===== src/sv/mos6502_subset_execute_unit_assert.svh =====
// Assertion macros for the execute unit.
`ifndef MOS6502_SUBSET_EXECUTE_UNIT_ASSERT_SVH
`define MOS6502_SUBSET_EXECUTE_UNIT_ASSERT_SVH

// same-cycle implication
`define M65_ASSERT_NOW(lbl, clk, rst_n, a, c, msg) \
    lbl: assert property (@(posedge clk) disable iff (!rst_n) (a) |-> (c)) else $error(msg);

// next-cycle implication
`define M65_ASSERT_NEXT(lbl, clk, rst_n, a, c, msg) \
    lbl: assert property (@(posedge clk) disable iff (!rst_n) (a) |=> (c)) else $error(msg);

`endif


===== src/sv/m65_pkg.sv =====
// ----------------------------------------------------------------------------
// m65_pkg
// Types, codes and constants shared by the 6502 subset execute unit.
// ----------------------------------------------------------------------------
package m65_pkg;

    localparam int NUM_PAGES_DEF = 256;
    localparam int PAGE_BYTES    = 256;

    // commands
    localparam logic [4:0] CMD_LDA = 5'd0;
    localparam logic [4:0] CMD_LDX = 5'd1;
    localparam logic [4:0] CMD_LDY = 5'd2;
    localparam logic [4:0] CMD_STA = 5'd3;
    localparam logic [4:0] CMD_STX = 5'd4;
    localparam logic [4:0] CMD_STY = 5'd5;
    localparam logic [4:0] CMD_TAX = 5'd6;
    localparam logic [4:0] CMD_TAY = 5'd7;
    localparam logic [4:0] CMD_TXA = 5'd8;
    localparam logic [4:0] CMD_TYA = 5'd9;
    localparam logic [4:0] CMD_CLC = 5'd10;
    localparam logic [4:0] CMD_CLD = 5'd11;
    localparam logic [4:0] CMD_CLI = 5'd12;
    localparam logic [4:0] CMD_CLV = 5'd13;
    localparam logic [4:0] CMD_SEC = 5'd14;
    localparam logic [4:0] CMD_SED = 5'd15;
    localparam logic [4:0] CMD_SEI = 5'd16;
    localparam logic [4:0] CMD_ADC = 5'd17;
    localparam logic [4:0] CMD_SBC = 5'd18;
    localparam logic [4:0] CMD_CMP = 5'd19;
    localparam logic [4:0] CMD_CPX = 5'd20;
    localparam logic [4:0] CMD_CPY = 5'd21;
    localparam logic [4:0] CMD_BRK = 5'd22;
    localparam logic [4:0] CMD_MLD = 5'd23;

    // addressing modes
    localparam logic [3:0] AM_IMM  = 4'd2;
    localparam logic [3:0] AM_ZP   = 4'd3;
    localparam logic [3:0] AM_ZPX  = 4'd4;
    localparam logic [3:0] AM_ABS  = 4'd7;
    localparam logic [3:0] AM_ABSX = 4'd8;
    localparam logic [3:0] AM_ABSY = 4'd9;
    localparam logic [3:0] AM_INDX = 4'd11;
    localparam logic [3:0] AM_INDY = 4'd12;

    // error codes
    localparam logic [1:0] ERR_OK    = 2'd0;
    localparam logic [1:0] ERR_CMD   = 2'd1;
    localparam logic [1:0] ERR_MODE  = 2'd2;
    localparam logic [1:0] ERR_STACK = 2'd3;

    // status flags
    localparam logic [7:0] FLAG_N = 8'h80;
    localparam logic [7:0] FLAG_V = 8'h40;
    localparam logic [7:0] FLAG_B = 8'h10;
    localparam logic [7:0] FLAG_D = 8'h08;
    localparam logic [7:0] FLAG_I = 8'h04;
    localparam logic [7:0] FLAG_Z = 8'h02;
    localparam logic [7:0] FLAG_C = 8'h01;

    localparam logic [7:0]  STATUS_RESET = 8'h20;
    localparam logic [7:0]  STACK_PAGE   = 8'h01;
    localparam logic [7:0]  STACK_MAX    = 8'd252;
    localparam logic [15:0] VEC_LO_ADDR  = 16'hFFFE;
    localparam logic [15:0] VEC_HI_ADDR  = 16'hFFFF;

    typedef struct packed {
        logic [4:0]  command;
        logic [3:0]  address_mode;
        logic [15:0] operand_value;
        logic [7:0]  load_data;
    } t_in_word;

    typedef struct packed {
        logic [7:0]  acc_out;
        logic [7:0]  x_out;
        logic [7:0]  y_out;
        logic [7:0]  status_out;
        logic [15:0] pc_out;
        logic [7:0]  stack_depth_out;
        logic        mem_write;
        logic [15:0] mem_write_addr;
        logic [7:0]  mem_write_data;
        logic [1:0]  error_code;
    } t_out_word;

    typedef struct packed {
        logic [15:0] a;
        logic [15:0] b;
        logic        cin;
    } t_alu_req;

endpackage


===== src/sv/m65_alu.sv =====
// ----------------------------------------------------------------------------
// m65_alu
// Shared 16-bit adder: address indexing, pointer and stack steps, ADC/SBC/CMP.
// ----------------------------------------------------------------------------
module m65_alu
    import m65_pkg::*;
(
    input  t_alu_req    i_req,
    output logic [16:0] o_sum
);

    assign o_sum = {1'b0, i_req.a} + {1'b0, i_req.b} + {16'd0, i_req.cin};

endmodule


===== config.mk =====
export PLATFORM = sky130hd
export DESIGN_NAME = m65_alu
export DESIGN_NICKNAME = d
export VERILOG_FILES = /design/src/sv/mos6502_subset_execute_unit_assert.svh /design/src/sv/m65_pkg.sv /design/src/sv/m65_alu.sv
export SDC_FILE = /design/constraint.sdc
export NUM_CORES = 1
export LEC_CHECK = 0
export BUFFER_PORTS_ARGS = -buffer_cell sky130_fd_sc_hd__buf_4
export CAP_MARGIN = 40
export CORE_MARGIN = 2
export CORE_UTILIZATION = 30
export DETAILED_ROUTE_END_ITERATION = 8
export GPL_ROUTABILITY_DRIVEN = 0
export RECOVER_POWER = 25
export SYNTH_ARGS = -nofsm -noshare
export SYNTH_HDL_FRONTEND = slang
export SYNTH_SLANG_ARGS = --single-unit

===== constraint.sdc =====
create_clock -name vclk -period 5.5
set_clock_uncertainty 0.05 [all_clocks]
set_input_delay 0 -clock vclk [all_inputs]
set_output_delay 0 -clock vclk [all_outputs]
set_load 0.01 [all_outputs]

==> run metrics <==
Critical Path AT around 2300 ps; Critical Path RT 5450 ps; FFs & Latches 0; hold_ws 321 ps; io pins 50; Area contributors post-synth ha_1 26%, xnor2_1 11%, a21oi_1 6.1%; Yosys Warn Count 0; Max Freq 426 MHz; DR pass1 iterations 4; Final nets 191; RSZ-0062 raised after global routing false; CLK BUF 0; actual slew at the worst max-slew pin 319 ps; Seq/Total Area, Yosys 0%; status finished, final reports clean; P&R area growth vs syn 53.9%; die area 0.00286 mm^2; Lkg Pwr 0.000557 uW; biggest area consumer among synthesized cells ha_1; core area 0.00225 mm^2; fin crit period 2350 ps; area fraction of the dominant cell type after synthesis 25.6%; hold crit path type input pin to output port; share of cells above drive strength 1 41.0%; final core area utilization 50.1%; Port Buffers 50; Syn Inst Count 89; distinct cell type count after synthesis 31; Gates resized, CTS repair 0; Setup Crit Path Kind input pin to output port; routed vias 834; gr ovfl total 0; Mean Syn Cell Area 8.24 um^2; Die Y between 50 and 60 um; n_diodes 0; CP Capture Type output port; crit start category input pin; Cell Chain, Critical Path buf_4, fa_1, fa_1, a21oi_2, o21ai_2, a21oi_2, o221ai_2, a221o_1, a21o_1, buf_4; setup TNS 0 ps; post-DP HPWL 1.73 mm; fillers 243; Final Max Tran Viols 0; slowest CP cell fa_1; gr usage total 13.7%; Hold-fix buffers, CTS 0; Max FO, Critical Path 3; Crit path largest cell delay 450 ps; total wire length 1.92 mm; initial antenna violation count 0; first-pass GRT wire length roughly 3.1 mm; Peak VDD IR 0.0719 mV; Fin. Hold Viols 0; Remaining DRCs 0; antenna-violating nets left 0; max cap viols 0; routed vias/inst 4.99; crit share post-route 42.7%; Register Area 0 um^2; placement row count 17; cell area power density approximately 140 mW/mm^2; Post-CTS Setup Bufs 0; WL per Instance roughly 12 um; headroom to the max-slew limit 78.7%; largest net degree at the start of global routing 7; vias in the first global route 731; Synth Net Count between 100 and 150; final setup fails 0; Post-Syn Area 733 um^2; Starting Density 32.5%; Die W 53.4 um; Iter 0 DRT Violations 17
cell type report:
cell class | instances | area (um^2) | area share, %
inverters | 4 | 15.0 | 1.33
well taps | 28 | 35.0 | 3.10
repair buffers | 50 | 360 | 31.9
multi-input cells | 85 | 718 | 63.6
layer usage:
| layer | vias up | part of all wire, % | track usage [%] |
|---|---|---|---|
| met3 | 0 | 5.8 | 0 |
| met1 | 369 | 47 | 20.4 |
| met4 | 0 | 0 | 0 |
| met2 | 27 | 47 | 23.3 |
| met5 | - | 0 | 0 |
| li1 | 438 | - | - |
cells in the final DEF, fill, tap and decap left out, drive strengths merged:
cell type and n:
a21oi 12, nor2b 1, o21bai 3, buf 46, xor2 5, clkbuf 4
o2bb2ai 1, and4 1, ha 15, nor2 3, fa 2, o21ai 7
and3 1, a21o 5, a221o 1, a2111oi 1, o21a 2, or2 1
o221ai 1, a211oi 1, nand2b 2, o31ai 2, a31oi 1, xnor2 9
nand3 3, a211o 1, nand2 4, inv 4
stage by stage:
step | power (uW) | instances | worst slack [ps] | area (um^2)
2_1_floorplan | 93.9 | 89 | 3490 | 733
3_3_place_gp | 163 | 167 | 3200 | 1140
3_5_place_dp | 164 | 167 | 3170 | 1140
4_1_cts | 165 | 167 | 3160 | 1140
5_1_grt | 175 | 167 | 2970 | 1130
6_report | 158 | 167 | 3150 | 1130
power by group:
part / internal [uW] / switching, uW / total (uW) / leakage (uW)
logic: 83.1 / 75.3 / 158 / 0.000557
clock network: 0 / 0 / 0 / 0
registers: 0 / 0 / 0 / 0
total: 83.1 / 75.3 / 158 / 0.000557
critical path: cells and delay by family:
family                     cells  cell delay, ps
buffers and inverters          2             260
adders and majority gates      2             880
AOI/OAI and AO/OA              6            1170
cells by family after synthesis:
| group | count (synthesis) | share of synthesized area, % |
|---|---|---|
| compound gates | 38 | 39.1 |
| xor+xnor | 14 | 16.7 |
| fa+ha+maj | 17 | 31.1 |
| buf+inv | 4 | 2.05 |
| simple gates | 16 | 11.1 |
synthesized netlist by cell type (2+ instances only):
| library cell | count |
|---|---|
| xor2_1 | 5 |
| fa_1 | 2 |
| ha_1 | 15 |
| a21oi_2 | 3 |
| nand3_1 | 3 |
| nand2_1 | 4 |
| a21oi_1 | 9 |
| o21ai_0 | 4 |
| o21ai_2 | 2 |
| xnor2_1 | 9 |
| o21a_1 | 2 |
| inv_1 | 4 |
| nor2_1 | 3 |
| o21bai_1 | 3 |
| nand2b_1 | 2 |
| a21o_1 | 4 |
final timing paths:
| path | depth (start not counted) | start | slack, ps | to |
|---|---|---|---|---|
| setup / recovery | 10 | i_req[0] | 3150 | o_sum[16] |
| hold / removal | 3 | i_req[17] | 320 | o_sum[0] |
Note: power is estimated with default switching activity, not from simulation.
